[config.mk]
export PLATFORM = sky130hd
export DESIGN_NAME = fcmef_lane
export DESIGN_NICKNAME = d
export VERILOG_FILES = /design/src/rtl/core/fcmef_pkg.sv /design/src/rtl/core/fcmef_lane.sv
export SDC_FILE = /design/constraint.sdc
export NUM_CORES = 2
export LEC_CHECK = 0
export ABC_AREA = 1
export CELL_PAD_IN_SITES_DETAIL_PLACEMENT = 0
export CELL_PAD_IN_SITES_GLOBAL_PLACEMENT = 1
export CORE_UTILIZATION = 36
export CTS_CLUSTER_DIAMETER = 80
export DETAILED_ROUTE_END_ITERATION = 8
export DONT_BUFFER_PORTS = 1
export PLACE_DENSITY_LB_ADDON = 0.1
export SLEW_MARGIN = 20
export SYNTH_ARGS = -nofsm -noshare
export SYNTH_HDL_FRONTEND = slang
export SYNTH_SLANG_ARGS = --single-unit
[constraint.sdc]
create_clock -name clk_i -period 14.6 [get_ports clk_i]
set_clock_uncertainty 0.15 [all_clocks]
set_input_delay 2.92 -clock clk_i [delete_from_list [all_inputs] [get_ports clk_i]]
set_output_delay 2.92 -clock clk_i [all_outputs]
set_load 0.01 [all_outputs]
[src/rtl/core/fcmef_pkg.sv]
// ----------------------------------------------------------------------------
// fcmef_pkg
// Shared types and constants of the five-lane median and moving-average filter.
// ----------------------------------------------------------------------------
package fcmef_pkg;

  localparam int NumLanes = 5;

  typedef enum logic [2:0] {
    REG_ALPHA_TEMP  = 3'd0,
    REG_ALPHA_HUMID = 3'd1,
    REG_ALPHA_PRESS = 3'd2,
    REG_ALPHA_LIGHT = 3'd3,
    REG_ALPHA_GAS   = 3'd4,
    REG_MEDIAN_MASK = 3'd5
  } reg_idx_e;

  localparam logic [NumLanes-1:0] MedianMaskReset = 5'd24;

  typedef struct packed {
    logic load;
    logic advance;
    logic primed;
    logic first;
  } lane_ctl_t;

endpackage

[src/rtl/core/fcmef_lane.sv]
// ----------------------------------------------------------------------------
// fcmef_lane
// One filter lane: two-sample window, median of three, then the EMA update.
// ----------------------------------------------------------------------------
module fcmef_lane import fcmef_pkg::*; #(
  parameter int SAMPLE_WIDTH    = 32,
  parameter int ALPHA_FRAC_BITS = 16
) (
  input  logic                           clk_i,
  input  logic                           rst_ni,
  input  lane_ctl_t                      ctl_i,
  input  logic signed [SAMPLE_WIDTH-1:0] sample_i,
  input  logic [ALPHA_FRAC_BITS:0]       alpha_i,
  input  logic                           median_en_i,
  output logic signed [SAMPLE_WIDTH-1:0] ema_o
);

  localparam int W  = SAMPLE_WIDTH;
  localparam int AW = ALPHA_FRAC_BITS + 1;
  localparam logic [AW-1:0] AlphaOne = AW'(1) << ALPHA_FRAC_BITS;

  logic signed [W-1:0]      s0_q, s1_q, v_q, ema_q;
  logic signed [W-1:0]      s0_d, s1_d, v_d, ema_d;
  logic signed [W-1:0]      lo, hi, mid, med;
  logic [AW-1:0]            alpha_sat;
  logic signed [W:0]        diff, step, sum;
  logic signed [W+AW+1:0]   prod, prod_sh;

  always_comb begin
    lo  = (s0_q < s1_q) ? s0_q : s1_q;
    hi  = (s0_q < s1_q) ? s1_q : s0_q;
    mid = (hi < sample_i) ? hi : sample_i;
    med = (lo > mid) ? lo : mid;
    v_d = (median_en_i && ctl_i.primed) ? med : sample_i;
    s0_d = ctl_i.primed ? s1_q : sample_i;
    s1_d = sample_i;
  end

  always_comb begin
    alpha_sat = (alpha_i > AlphaOne) ? AlphaOne : alpha_i;
    diff      = {v_q[W-1], v_q} - {ema_q[W-1], ema_q};
    prod      = (W+AW+2)'(diff) * $signed({1'b0, alpha_sat});
    prod_sh   = prod >>> ALPHA_FRAC_BITS;
    step      = prod_sh[W:0];
    sum       = {ema_q[W-1], ema_q} + step;
    ema_d     = ctl_i.first ? v_q : sum[W-1:0];
  end

  always_ff @(posedge clk_i) begin
    if (ctl_i.load) begin
      s0_q <= s0_d;
      s1_q <= s1_d;
      v_q  <= v_d;
    end
  end

  always_ff @(posedge clk_i or negedge rst_ni) begin
    if (!rst_ni) begin
      ema_q <= '0;
    end else if (ctl_i.advance) begin
      ema_q <= ema_d;
    end
  end

  assign ema_o = ema_q;

endmodule

==> results_tabular.tex <==
\begin{tabular}{lr}
\hline
Metric & Value \\
\hline
\multicolumn{2}{l}{\textbf{Hold path}} \\
\quad Worst min-delay path class & reg -> reg \\
\quad Hold path start & v\_q[13]\$\_DFFE\_PP\_ \\
\quad Worst hold path endpoint & ema\_o[13]\$\_DFFE\_PN0P\_ \\
\quad Cell count of the worst hold path & 2 \\
\multicolumn{2}{l}{\textbf{STA}} \\
\quad F\_max & around 80 MHz \\
\quad Setup tns final & 0 ns \\
\quad Share of the clock period used by the worst path after layout & 87.6\% \\
\quad Pins over their slew limit & 0 \\
\quad Tightest slew margin relative to the limit & 34.5\% \\
\quad Final setup violation count & 0 \\
\quad Time the worst path needs with I/O delays and setup & 12.80 ns \\
\quad Fin. Hold Viols & 0 \\
\quad RSZ-0062 raised after global routing & false \\
\quad Measured slew at the worst slew-check pin & 0.973 ns \\
\multicolumn{2}{l}{\textbf{Finish}} \\
\quad Design Area, Final & approximately 0.032 mm2 \\
\quad Layout Area Growth over Synthesis & 5.98\% \\
\quad Count of inserted antenna diode cells & 0 \\
\quad Register cell area after layout & between 0.003 and 0.004 mm2 \\
\quad Fillers & between 8000 and 9000 \\
\quad Nets & around 4700 \\
\quad Share of post-route cells with drive strength above 1 & under 10\% \\
\quad Area of the multi-input gates & roughly 0.023 mm2 \\
\multicolumn{2}{l}{\textbf{Detailed routing}} \\
\quad Vias per cell & a little under 5 \\
\quad Detail-routed net length per standard cell & between 20 and 25 um \\
\quad Total routed wirelength & 99.9 mm \\
\quad Count of antenna-violating nets left after detailed routing & 0 \\
\quad Total number of vias & roughly 24000 \\
\quad DR pass1 iterations & 5 \\
\quad DRC viols & 0 \\
\quad Count of routing violations after the opening detailed-route iteration & $\sim$1400 \\
\multicolumn{2}{l}{\textbf{Setup path}} \\
\quad Max incr delay on CP & about 0.52 ns \\
\quad Data arrival at the endpoint of the critical path & 12.97 ns \\
\quad Worst reg-to-reg setup slack & a little over 3 ns \\
\quad Origin of the critical flop-to-flop path & ema\_o[1]\$\_DFFE\_PN0P\_ \\
\quad FF-to-FF path depth & 51 \\
\quad CP Launch Type & input port \\
\quad Critical Path Fanout Max & 15 \\
\quad Critical Path End Type & flip-flop \\
\quad Cell at the slowest stage of the critical path & fa\_1 \\
\quad Required @ worst endpoint & 14.78 ns \\
\quad Critical path type & in -> reg \\
\quad End of the worst register-to-register path & ema\_o[31]\$\_DFFE\_PN0P\_ \\
\multicolumn{2}{l}{\textbf{Clock network}} \\
\quad Number of buffers on the longest clock path & 2 \\
\quad Clock latency of the later-clocked register in the worst-skew pair & between 0.4 and 0.5 ns \\
\quad Clk slew on worst S/H paths & around 0.070 ns \\
\quad H-tree depth & 4 \\
\quad Number of buffers created by CTS & 17 \\
\quad Post-CTS setup repair buffer count & 0 \\
\quad CTS tree & yes \\
\quad Sinks on the clock net & between 100 and 150 \\
\quad Count of cells resized by post-cts repair & 0 \\
\quad \# hold bufs at CTS & 0 \\
\quad Clk root buf & clkbuf\_16 \\
\multicolumn{2}{l}{\textbf{Floorplan}} \\
\quad Full die area & about 0.086 mm2 \\
\quad Row count & 106 \\
\quad Starting Density & 36.4\% \\
\quad I/O Pins & a little under 90 \\
\quad DIE WIDTH & between 200 and 300 um \\
\quad Die span in y & 293 um \\
\quad Core footprint & around 0.084 mm2 \\
\multicolumn{2}{l}{\textbf{Yosys}} \\
\quad Cell with the most instances after synthesis & inv\_1 \\
\quad Number of flip-flops and latches in the synthesized netlist & $\sim$130 \\
\quad Yosys Warn Count & 0 \\
\quad Area share of the largest cell type after synthesis & between 30\% and 40\% \\
\quad Mean cell area of the mapped netlist & about 7.8 um2 \\
\quad Ranking of synthesized cells by instance count & 907 x inv\_1, 668 x nand2\_1, 516 x fa\_1 \\
\quad Post-synth top flop & edfxtp\_1 \\
\quad Register area share after synthesis & between 10\% and 20\% \\
\quad Mapped cell area & 0.0305 mm2 \\
\quad Most area-consuming cells after synthesis & fa\_1 34\%, inv\_1 11\%, ha\_1 11\% \\
\quad Cell taking the most area after synthesis & fa\_1 \\
\quad Share of async-settable or async-resettable flops after synthesis & between 20\% and 30\% \\
\quad Distinct cell type count of the synthesized netlist & roughly 60 \\
\quad Gate count of the mapped netlist & a little under 4000 \\
\quad Post-Synthesis Net Count & about 4700 \\
\quad Number of enable-type register cells in the synthesized netlist & 96 \\
\multicolumn{2}{l}{\textbf{Global route}} \\
\quad Vias in the first global route & about 26000 \\
\quad Overall Global Routing Usage & around a quarter \\
\quad Pin count of the biggest net entering global routing & 97 \\
\quad Initial antenna violation count & 0 \\
\quad First-pass GRT wire length & $\sim$160 mm \\
\quad Leftover overflow at the end of global routing & 0 \\
\multicolumn{2}{l}{\textbf{Placement}} \\
\quad Input/output buffers & 0 \\
\quad Placed instance area & about 0.032 mm2 \\
\quad Final GP Congestion & 0.876 \\
\quad Post-detail-place hpwl & 82.0 mm \\
\multicolumn{2}{l}{\textbf{Run}} \\
\quad Maximum capacitance violations & 0 \\
\multicolumn{2}{l}{\textbf{Run status}} \\
\quad Outcome & finished clean \\
\hline
\end{tabular}
-- per-layer routing --
layer | global-route usage, % | share of wire (%)
met1 | 32.9 | 46
met4 | 5.44 | 2.1
met5 | 0 | 0
met3 | 2.72 | 4.0
met2 | 41.4 | 48
-- logic make-up after synthesis --
family	count (synthesis)	share of synthesized area, %
AOI/OAI and AO/OA	499	9.28
xor gates and xnor gates	90	2.60
adders and majority gates	787	44.9
buffers and inverters	1050	13.1
DFF	128	12.1
muxes	1	0.0369
and+or+nand+nor	1338	18.0
-- area by class of cell --
class | instances | share of cell area [%]
Inverter | 920 | 10.7
Clock buffer | 18 | 1.36
Clock inverter | 14 | 0.371
Timing Repair Buffer | 51 | 1.18
Tap cell | 1134 | 4.38
Sequential cell | 128 | 11.4
Multi-Input combinational cell | 2715 | 70.7
-- cell usage in the layout (no fill, tap or decap), types with 14 or more instances in the layout --
cell type / Yosys / layout
or2_2: 18 / 18
nand4_1: 19 / 19
edfxtp_1: 96 / 96
nand2_1: 668 / 667
nand3_1: 149 / 149
nor2_1: 413 / 410
dfrtp_1: 32 / 32
and2_1: 32 / 32
xor2_1: 43 / 42
clkbuf_16: 0 / 17
o211ai_1: 14 / 14
o22ai_1: 14 / 14
buf_4: 5 / 51
inv_1: 907 / 907
a21oi_1: 168 / 168
xnor2_1: 46 / 46
ha_1: 271 / 271
o21ai_0: 213 / 213
fa_1: 516 / 516
-- registers in the layout (all words and copies together) (netlist names) --
signal	cells
v_q	32
ema_o	32
s0_q	32
s1_q	32
-- worst max-delay path by stage --
stage	startpoint	endpoint	slack [ns]
finish	alpha_i[1]	ema_o[27]$_DFFE_PN0P_	1.80
global route	alpha_i[1]	ema_o[27]$_DFFE_PN0P_	1.14
detailed placement	alpha_i[1]	ema_o[26]$_DFFE_PN0P_	1.34
CTS	alpha_i[1]	ema_o[26]$_DFFE_PN0P_	1.83
global placement	alpha_i[1]	ema_o[26]$_DFFE_PN0P_	1.36
floorplan	alpha_i[1]	ema_o[31]$_DFFE_PN0P_	3.28
-- critical path, delay by kind of cell --
| family | cells | cell delay [ns] |
|---|---|---|
| AO/OA/AOI/OAI | 17 | 3.48 |
| adder cells (fa/ha/maj) | 8 | 3.38 |
| AND/OR/NAND/NOR | 7 | 1.75 |
| buffers and inverters | 10 | 1.24 |
| XOR/XNOR | 1 | 0.15 |
-- metrics by stage --
stage	std cells	utilization, %	worst slack, ns	hold WS, ns
6_report	4980	38.6	1.80	0.377
5_1_grt	4980	38.6	1.14	0.413
4_1_cts	4980	38.6	1.83	0.386
3_5_place_dp	4948	38.0	1.34	0.371
3_3_place_gp	4948	38.0	1.36	0.374
2_1_floorplan	3893	-	3.28	0.343
Power is not shown: default switching activity piles up to over one toggle a cycle in this logic, so the estimate is an artifact.
