<file path="config.mk">
export PLATFORM = sky130hd
export DESIGN_NAME = fcmef_cfg
export DESIGN_NICKNAME = d
export VERILOG_FILES = /design/src/rtl/core/fcmef_pkg.sv /design/src/rtl/core/fcmef_cfg.sv
export SDC_FILE = /design/constraint.sdc
export NUM_CORES = 1
export LEC_CHECK = 0
export BUFFER_PORTS_ARGS = -buffer_cell sky130_fd_sc_hd__buf_2
export CORE_AREA = 2 2 123 125
export CTS_CLUSTER_DIAMETER = 200
export DETAILED_ROUTE_END_ITERATION = 6
export DIE_AREA = 0 0 125 127
export PLACE_DENSITY = 0.63
export SKIP_LAST_GASP = 1
export SYNTH_ARGS = -nofsm -noshare
export SYNTH_HDL_FRONTEND = slang
export SYNTH_SLANG_ARGS = --single-unit
export TNS_END_PERCENT = 5
</file>
<file path="constraint.sdc">
create_clock -name clk_i -period 1.3 [get_ports clk_i]
set_input_delay 0.065 -clock clk_i [delete_from_list [all_inputs] [get_ports clk_i]]
set_output_delay 0.065 -clock clk_i [all_outputs]
set_load 0.005 [all_outputs]
</file>
<file path="src/rtl/core/fcmef_pkg.sv">
// ----------------------------------------------------------------------------
// fcmef_pkg
// Shared types and constants of the five-lane median and moving-average filter.
// ----------------------------------------------------------------------------
package fcmef_pkg;

  localparam int NumLanes = 5;

  typedef enum logic [2:0] {
    REG_ALPHA_TEMP  = 3'd0,
    REG_ALPHA_HUMID = 3'd1,
    REG_ALPHA_PRESS = 3'd2,
    REG_ALPHA_LIGHT = 3'd3,
    REG_ALPHA_GAS   = 3'd4,
    REG_MEDIAN_MASK = 3'd5
  } reg_idx_e;

  localparam logic [NumLanes-1:0] MedianMaskReset = 5'd24;

  typedef struct packed {
    logic load;
    logic advance;
    logic primed;
    logic first;
  } lane_ctl_t;

endpackage

</file>
<file path="src/rtl/core/fcmef_cfg.sv">
// ----------------------------------------------------------------------------
// fcmef_cfg
// Register file behind the APB-style port: per-lane alpha and the median mask.
// ----------------------------------------------------------------------------
module fcmef_cfg import fcmef_pkg::*; #(
  parameter int ALPHA_FRAC_BITS = 16
) (
  input  logic                                       clk_i,
  input  logic                                       rst_ni,
  input  logic                                       psel,
  input  logic                                       penable,
  input  logic                                       pwrite,
  input  logic [4:0]                                 paddr,
  input  logic [31:0]                                pwdata,
  output logic [31:0]                                prdata,
  output logic                                       pready,
  output logic [NumLanes-1:0][ALPHA_FRAC_BITS:0]     alpha_o,
  output logic [NumLanes-1:0]                        mask_o
);

  localparam int AlphaWidth = ALPHA_FRAC_BITS + 1;
  localparam int One        = 1 << ALPHA_FRAC_BITS;
  localparam logic [AlphaWidth-1:0] Alpha20 = AlphaWidth'((2 * One + 5) / 10);
  localparam logic [AlphaWidth-1:0] Alpha15 = AlphaWidth'((15 * One + 50) / 100);
  localparam logic [AlphaWidth-1:0] Alpha30 = AlphaWidth'((3 * One + 5) / 10);
  localparam logic [NumLanes-1:0][AlphaWidth-1:0] AlphaReset =
    {Alpha30, Alpha30, Alpha15, Alpha20, Alpha20};

  logic [NumLanes-1:0][AlphaWidth-1:0] alpha_q;
  logic [NumLanes-1:0]                 mask_q;
  reg_idx_e                            idx;
  logic                                wr_en;

  assign idx    = reg_idx_e'(paddr[4:2]);
  assign wr_en  = psel && penable && pwrite;
  assign pready = 1'b1;

  always_ff @(posedge clk_i or negedge rst_ni) begin
    if (!rst_ni) begin
      alpha_q <= AlphaReset;
      mask_q  <= MedianMaskReset;
    end else if (wr_en) begin
      if (idx inside {[REG_ALPHA_TEMP:REG_ALPHA_GAS]}) begin
        alpha_q[idx] <= pwdata[AlphaWidth-1:0];
      end else if (idx == REG_MEDIAN_MASK) begin
        mask_q <= pwdata[NumLanes-1:0];
      end
    end
  end

  always_comb begin
    prdata = '0;
    if (idx inside {[REG_ALPHA_TEMP:REG_ALPHA_GAS]}) begin
      prdata = 32'(alpha_q[idx]);
    end else if (idx == REG_MEDIAN_MASK) begin
      prdata = 32'(mask_q);
    end
  end

  assign alpha_o = alpha_q;
  assign mask_o  = mask_q;

endmodule

</file>
==> results.py, run 1 <==
metrics = {
    "setup_path": {
        "reg2reg_depth": 3,
        "crit_end": "prdata[15]",
        "r2r-start": "alpha_o[32]",
        "cp-startpoint": "alpha_o[32]",
        "setup.worst_path.end_class": "output port",
        "crit_slowest_cell": "dfrtp_1",
        "arrival_ps": 1420,
        "cp_max_fo": 2,
        "crit_cells": 3,
        "cpPeakStageDelay_ps": 380,
        "critPathTopFamily": "flip-flops",
        "startpoint_type": "flop",
        "r2r_end": "alpha_o[32]",
        "critPathRequiredTime_ps": 1240,
        "r2r_slack_ps": 300,
        "cp_cell_sequence": "mux2_2 > a221o_1 > buf_2",
        "cp_num_buf_inv": 1,
        "criticalPathCategory": "reg2out",
    },
    "place": {
        "dp.final_hpwl_mm": 8.32,
        "port_buffers": 131,
        "gp_congestion": 0.744,
        "pre_cts_slack_ps": -114,
        "dpl_cell_area_mm2": 0.00535,
    },
    "floorplanning": {
        "dieArea_mm2": 0.0159,
        "core_area_mm2": 0.0144,
        "rows": 44,
        "floorplan.initialDensity": 0.299,
        "io_pins": 165,
        "die_h_um": 127,
        "die_x_um": 125,
    },
    "timing": {
        "fin_crit_ps": 1490,
        "rsz0062_at_grt": "true",
        "drv_slew": 0,
        "setup_viol": 17,
        "skew_ps": 0,
        "worst_slack_ps": -188,
        "hold_viol_final": 0,
        "fmax_mhz": 672,
        "setup_tns_ps": -2320,
        "fin_crit_sh": 1.14,
    },
    "layout": {
        "drive_gt1_frac": 0.730,
        "diodes": 0,
        "stdcell_area_mm2": 0.00583,
        "fin_nets": 508,
        "syn_to_final_growth_pct": 35.2,
        "nFillCells": 1368,
    },
    "yosys": {
        "synthAdderAreaFrac": 0,
        "synth-edff-count": 0,
        "synth_top_area_share": 0.284,
        "seq_area_frac_synth": 0.534,
        "synth_xor_area_frac": 0,
        "synthTopCellsByCount": "mux2_2, dfrtp_1, dfstp_2",
        "synth.most_common_cell": "mux2_2",
        "yosys_register_bits": 90,
        "synth.area.top_cells": "dfrtp_1, mux2_2, dfstp_2, mux2i_1, buf_4",
        "synthCells": 300,
        "synth_warnings": 0,
        "synth_compound_area_frac": 0.0386,
        "synth_flop_cell": "dfrtp_1",
        "synth_cell_type_count": 21,
        "synth_area_leader_cell": "dfrtp_1",
        "synthMuxAreaShare": 0.331,
        "async_flop_share": 1.00,
        "synthSimpleGateAreaFrac": 0.0441,
        "avgSynthCellArea_um2": 14.4,
        "synth_top_family_by_area": "multiplexers",
        "syn_area_mm2": 0.00431,
    },
    "worst_hold_path": {
        "whs_path_depth": 2,
        "hp-class": "in2reg",
    },
    "clocking": {
        "insertion_delay_ps": 330,
        "tritoncts": "built",
        "htreeDepth": 3,
        "cts-root-buf": "clkbuf_16",
        "numCtsBuffers": 9,
        "cts_buffer_depth": 2,
        "clkSinkCount": 90,
        "clk_pin_slew_ps": 70,
    },
    "drt": {
        "first_iter_violations": 81,
        "antenna_left": 0,
        "wl_per_cell_um": 18.3,
        "drc": 0,
        "vias": 3116,
        "drt_first_pass_iters": 4,
        "vias_per_cell": 4.76,
        "routed_wl_mm": 12.0,
    },
    "run_status": {
        "outcome": "finished with violations",
        "failed_checks": "setup timing",
    },
    "power_and_ir_drop": {
        "p_seq_frac": 0.436,
        "cellPowerDensity_mw_per_mm2": 1550,
        "comb_power_share": 0.227,
        "switching_share": 0.255,
        "total_leakage_power_nw": 2.84,
        "power_frac_clock": 0.336,
        "p_sw_mw": 2.30,
        "p_int_mw": 6.74,
        "vdd_ir_drop_max_uv": 657,
    },
    "global_route": {
        "grt_pass1_wl_mm": 18.6,
        "grt_max_degree": 91,
        "grt_pass1_vias": 3303,
        "gr-usage-all-layers": 0.153,
        "antenna_found_initial": 0,
        "grt-ovfl-total": 0,
    },
    "job": {
        "maxCapViolations": 0,
    },
}
sequential cells by signal, summed over array words and instances (netlist names):
name     flops
alpha_o     85
mask_o       5
final cells by class:
class                   instances  area (µm²)  area share
clock buffers                  12         256      0.0440
clock inverters                 4        98.8      0.0170
multi-input cells             191        1850       0.318
flip-flops and latches         90        2300       0.395
well taps                     184         230      0.0395
repair buffers                174        1090       0.186
kinds of logic (layout without fill, tap and decap cells):
logic type      after synthesis  count (layout)
compound gates               18              18
flops                        90              90
simple gates                 28              28
buf+inv                      33             190
other cells                   2              16
mux                         129             129
how the worst min path moves through the flow:
stage	from	to	slack, ps
2_1_floorplan	rst_ni	alpha_o[10]	-230
3_3_place_gp	rst_ni	alpha_o[2]	140
3_5_place_dp	rst_ni	mask_o[2]	140
4_1_cts	pwdata[16]	alpha_o[84]	0.5
5_1_grt	pwdata[8]	alpha_o[42]	0.7
6_report	pwdata[8]	alpha_o[42]	20
through the flow:
step | hold WS (ps) | total power, mW | utilization | cells
floorplan | -231 | 4.91 | - | 314
global placement | 140 | 5.85 | 0.371 | 624
detailed placement | 144 | 5.95 | 0.371 | 624
CTS | 0.492 | 9.14 | 0.402 | 651
global route | 0.711 | 9.53 | 0.404 | 655
finish | 19.6 | 9.04 | 0.404 | 655
layer usage:
layer,track usage,up-vias,part of all wire
met1,0.187,1594,0.43
met3,0.0465,14,0.059
li1,-,1398,-
met5,0,-,0
met4,0.0392,0,0.013
met2,0.265,110,0.50
power groups by stage:
stage	Combinational, mW	Clock, mW	Sequential [mW]
after global placement	1.89	0	3.97
final	2.06	3.04	3.94
after global routing	2.25	3.25	4.03
after CTS	2.06	3.14	3.95
after floorplan	0.926	0	3.98
after detailed placement	1.94	0	4.00
placed cells by master, fill, tap and decap left out, types with 9 or more instances in the layout:
master / instances
a221o_1: 11
mux2_2: 106
buf_4: 34
clkbuf_16: 9
buf_2: 130
mux2i_1: 22
conb_1: 16
nor2_1: 12
dfstp_2: 41
dfrtp_1: 49
timing repair:
item,CTS,global route
hold buffers,2,0
hold endpoints to repair,52,0
gates resized for setup,1,0
buffers inserted,9,4
endpoints found under the setup margin,17,17
pin swaps,4,1
cloned,0,0
Power figures use the tool's default switching activity.
==> run 2, diff against run 1 <==
--- a/config.mk
+++ b/config.mk
@@ -11,6 +11,7 @@
 export DETAILED_ROUTE_END_ITERATION = 6
 export DIE_AREA = 0 0 125 127
 export PLACE_DENSITY = 0.63
+export REMOVE_ABC_BUFFERS = 1
 export SKIP_LAST_GASP = 1
 export SYNTH_ARGS = -nofsm -noshare
 export SYNTH_HDL_FRONTEND = slang
==> results.py, run 2 (synthesized netlist as in run 1, its figures left out) <==
metrics = {
    "layout": {
        "final_cells": 654,
        "multiInputGateArea_mm2": 0.00186,
        "largest_reg_flops": 85,
        "utilization": 0.401,
        "stdcell_area_mm2": 0.00579,
        "seq_area_mm2": 0.00230,
        "diodes": 0,
        "final_common_cell": "buf_2",
        "drive_gt1_frac": 0.723,
        "syn_to_final_growth_pct": 34.2,
        "fin_nets": 507,
        "final_cell_mix": "buf_2, mux2_2, dfrtp_1",
        "nFillCells": 1374,
    },
    "clocking": {
        "clkSinkCount": 90,
        "cts_buffer_depth": 2,
        "cts-root-buf": "clkbuf_16",
        "htreeDepth": 3,
        "insertion_delay_ps": 340,
        "tritoncts": "built",
        "clk_pin_slew_ps": 60,
        "numCtsBuffers": 9,
    },
    "setup_path": {
        "crit_cells": 3,
        "criticalPathCategory": "reg2out",
        "r2r_slack_ps": 300,
        "arrival_ps": 1420,
        "crit_slowest_cell": "dfstp_2",
        "reg2reg_depth": 3,
        "setup.worst_path.end_class": "output port",
        "cp_max_fo": 3,
        "cpPeakStageDelay_ps": 380,
        "cp_cell_sequence": "mux2_2 > a221o_1 > buf_2",
        "startpoint_type": "flop",
        "critPathTopFamily": "flip-flops",
        "cp_num_buf_inv": 1,
        "critPathRequiredTime_ps": 1240,
    },
    "place": {
        "place_inst": 623,
        "dp.final_hpwl_mm": 8.35,
        "port_buffers": 131,
        "pre_cts_slack_ps": -75.6,
        "dpl_cell_area_mm2": 0.00537,
        "gp_congestion": 0.767,
    },
    "job": {
        "maxCapViolations": 0,
    },
    "floorplanning": {
        "rows": 44,
        "dieArea_mm2": 0.0159,
        "die_x_um": 125,
        "floorplan.initialDensity": 0.299,
        "core_area_mm2": 0.0144,
        "die_h_um": 127,
        "io_pins": 165,
    },
    "timing": {
        "holdWs_ps": 20.3,
        "fmax_mhz": 672,
        "rsz0062_at_grt": "true",
        "skew_ps": 0,
        "fin_crit_sh": 1.14,
        "setup_viol": 17,
        "hold_viol_final": 0,
        "setup_tns_ps": -2340,
        "worst_slack_ps": -187,
        "drv_slew": 0,
        "fin_crit_ps": 1490,
    },
    "global_route": {
        "gr-usage-all-layers": 0.153,
        "grt-ovfl-total": 0,
        "antenna_found_initial": 0,
        "grt_pass1_wl_mm": 18.7,
        "grt_max_degree": 91,
        "grt_pass1_vias": 3238,
    },
    "run_status": {
        "outcome": "finished with violations",
        "failed_checks": "setup timing",
    },
    "drt": {
        "vias_per_cell": 4.65,
        "wl_per_cell_um": 17.9,
        "first_iter_violations": 90,
        "vias": 3042,
        "antenna_left": 0,
        "routed_wl_mm": 11.7,
        "drc": 0,
        "drt_first_pass_iters": 4,
    },
    "power_and_ir_drop": {
        "vdd_ir_drop_max_uv": 1100,
        "total_leakage_power_nw": 2.81,
        "power_mw": 8.61,
        "cellPowerDensity_mw_per_mm2": 1490,
    },
    "worst_hold_path": {
        "hp-class": "in2reg",
        "whs_path_depth": 2,
    },
}
run 2: changes by cell type in the layout (fill, tap and decap cells not counted), sizes merged:
cell      change
buf           -1
bufinv        -2
clkbuf        +2
clkinv        -1
clkinvlp      +1
run 2: worst register-to-register path, cell delays in order, from the launching register on:
cell	delay [ps]
dfrtp_1	380
buf_4	130
buf_4	130
mux2_2	250
run 2: path summary, 6_finish.rpt:
check / startpoint / end
hold reg to reg: alpha_o[3] / alpha_o[3]
setup reg to reg: alpha_o[31] / alpha_o[31]
setup / recovery: alpha_o[13] / prdata[13]
min in group asynchronous: rst_ni / alpha_o[27]
hold / removal: pwdata[7] / alpha_o[24]
max in group asynchronous: rst_ni / alpha_o[53]
run 2: final cells by class:
| class | count | share of cell area |
|---|---|---|
| Clock buffer | 14 | 0.0439 |
| Clock inverter | 2 | 0.00649 |
| Multi-Input combinational cell | 191 | 0.321 |
| Sequential cell | 90 | 0.398 |
| Tap cell | 184 | 0.0398 |
| Timing Repair Buffer | 173 | 0.191 |
run 2: power by group:
group          leakage (nW)  switching (mW)  internal, mW  total, mW
clock                 0.137            1.04          1.55       2.58
combinational          1.62           0.848          1.23       2.08
sequential             1.05           0.409          3.54       3.95
run 2: routing by layer:
metal / global-route usage / vias up / wire length [µm]
met2: 0.249 / 117 / 5590
met3: 0.0519 / 8 / 766
met5: 0 / - / 0
met1: 0.200 / 1524 / 5290
li1: - / 1393 / -
met4: 0.0294 / 0 / 88
run 2: timing repair:
action                                  in CTS  in global routing
endpoints found under the hold margin       51                  0
endpoints found under the setup margin      17                 17
pin swaps                                    8                  3
buffers inserted                            10                  3
gates cloned                                 0                  0
hold buffers                                 2                  0
gates resized for setup                      1                  1
==> run 3, diff against run 2 <==
--- a/config.mk
+++ b/config.mk
@@ -16,4 +16,3 @@
 export SYNTH_ARGS = -nofsm -noshare
 export SYNTH_HDL_FRONTEND = slang
 export SYNTH_SLANG_ARGS = --single-unit
-export TNS_END_PERCENT = 5
==> results.py, run 3 (synthesized netlist as in run 1, its figures left out) <==
metrics = {
    "clocking": {
        "insertion_delay_ps": 340,
        "numCtsBuffers": 9,
        "clk_pin_slew_ps": 60,
        "tritoncts": "built",
        "cts-root-buf": "clkbuf_16",
        "htreeDepth": 3,
        "clkSinkCount": 90,
        "cts_buffer_depth": 2,
    },
    "setup_path": {
        "reg2reg_depth": 3,
        "crit_cells": 3,
        "critPathTopFamily": "flip-flops",
        "setup.worst_path.end_class": "output port",
        "crit_slowest_cell": "dfrtp_1",
        "critPathRequiredTime_ps": 1240,
        "arrival_ps": 1420,
        "r2r-start": "alpha_o[2]",
        "startpoint_type": "flop",
        "criticalPathCategory": "reg2out",
        "cpPeakStageDelay_ps": 390,
        "cp_num_buf_inv": 1,
        "r2r_end": "alpha_o[2]",
        "cp_cell_sequence": "mux2_4 > a221o_1 > buf_2",
        "r2r_slack_ps": 300,
        "cp_max_fo": 2,
    },
    "drt": {
        "first_iter_violations": 80,
        "drc": 0,
        "wl_per_cell_um": 18.0,
        "drt_first_pass_iters": 4,
        "routed_wl_mm": 12.3,
        "vias_per_cell": 4.64,
        "vias": 3166,
        "antenna_left": 0,
    },
    "global_route": {
        "antenna_found_initial": 0,
        "grt_pass1_vias": 3390,
        "grt_max_degree": 91,
        "grt-ovfl-total": 0,
        "grt_pass1_wl_mm": 19.4,
        "gr-usage-all-layers": 0.159,
    },
    "timing": {
        "relSlewSlack": 0.664,
        "fin_crit_ps": 1490,
        "fin_crit_sh": 1.14,
        "setup_viol": 17,
        "hold_viol_final": 0,
        "rsz0062_at_grt": "true",
        "drv_slew": 0,
        "fmax_mhz": 672,
        "worst_slack_ps": -188,
        "worstMarginPinSlew_ps": 504,
        "skew_ps": 0,
    },
    "worst_hold_path": {
        "whs_path_depth": 2,
        "hold_end": "alpha_o[24]",
        "hold_start": "pwdata[7]",
        "hp-class": "in2reg",
    },
    "layout": {
        "final_common_cell": "buf_2",
        "fin_nets": 536,
        "diodes": 0,
        "final_cell_mix": "buf_2, mux2_2, buf_4",
        "drive_gt1_frac": 0.766,
        "largest_reg_flops": 85,
        "stdcell_area_mm2": 0.00611,
        "utilization": 0.423,
        "syn_to_final_growth_pct": 41.6,
    },
    "power_and_ir_drop": {
        "comb_power_share": 0.276,
        "p_int_mw": 6.58,
        "p_sw_mw": 2.43,
        "vdd_ir_drop_max_uv": 997,
        "power_frac_clock": 0.289,
        "total_leakage_power_nw": 3.00,
        "power_mw": 9.01,
        "p_seq_frac": 0.435,
        "cellPowerDensity_mw_per_mm2": 1480,
        "switching_share": 0.270,
    },
    "place": {
        "port_buffers": 131,
        "dp.final_hpwl_mm": 8.35,
        "dpl_cell_area_mm2": 0.00537,
        "gp_congestion": 0.767,
    },
    "floorplanning": {
        "floorplan.initialDensity": 0.299,
        "core_area_mm2": 0.0144,
        "die_h_um": 127,
        "rows": 44,
        "dieArea_mm2": 0.0159,
        "io_pins": 165,
        "die_x_um": 125,
    },
    "job": {
        "maxCapViolations": 0,
    },
    "run_status": {
        "outcome": "finished with violations",
        "failed_checks": "setup timing",
    },
}
==> run 3: timing repair <==
item | 4_1_cts | 5_1_grt
buffers inserted | 34 | 8
hold buffers | 2 | 0
gates resized for setup | 21 | 5
hold endpoints to repair | 51 | 0
pin swaps | 15 | 3
setup endpoints to repair | 17 | 17
gates cloned | 0 | 0
==> run 3: worst max-delay path by stage <==
stage	slack, ps	startpoint	endpoint
2_1_floorplan	-90	paddr[4]	alpha_o[34]
3_3_place_gp	-60	paddr[2]	alpha_o[20]
3_5_place_dp	-80	paddr[2]	alpha_o[20]
4_1_cts	-210	alpha_o[32]	prdata[15]
5_1_grt	-230	alpha_o[10]	prdata[10]
6_report	-190	alpha_o[32]	prdata[15]
==> run 3: layer usage <==
metal / track usage / up-vias / part of all wire
li1: - / 1449 / -
met1: 0.205 / 1595 / 0.46
met2: 0.264 / 108 / 0.48
met3: 0.0523 / 14 / 0.057
met4: 0.0346 / 0 / 0.0094
met5: 0 / - / 0
==> run 3: power by group through the flow <==
stage	clock, mW	combinational [mW]	sequential [mW]
global placement	0	1.92	3.97
floorplan	0	0.845	3.98
finish	2.60	2.49	3.92
CTS	2.68	2.41	3.91
global route	2.80	2.71	4.00
detailed placement	0	1.96	4.00
==> run 3: metrics by stage <==
step / TNS (ps) / cells / setup slack (ps) / hold slack [ps]
6_report: -2090 / 683 / -188 / 16.7
3_3_place_gp: -1490 / 623 / -63.6 / 143
5_1_grt: -3040 / 683 / -234 / 10.4
4_1_cts: -2310 / 675 / -205 / 0.840
2_1_floorplan: -2540 / 281 / -92.7 / -231
3_5_place_dp: -2070 / 623 / -75.6 / 149
==> run 3: cell type report <==
| class | instances | area, µm² |
|---|---|---|
| timing repair buffer | 202 | 1320 |
| clock buffer | 14 | 254 |
| clock inverter | 2 | 37.5 |
| multi-input combinational | 191 | 1960 |
| fill | 1369 | 8320 |
| sequential | 90 | 2300 |
| tap | 184 | 230 |
==> run 3: worst register-to-register path: cells and delay by family (launching register included) <==
| family | cells | cell delay [ps] |
|---|---|---|
| flops | 1 | 380 |
| buf+inv | 2 | 270 |
| mux | 1 | 250 |
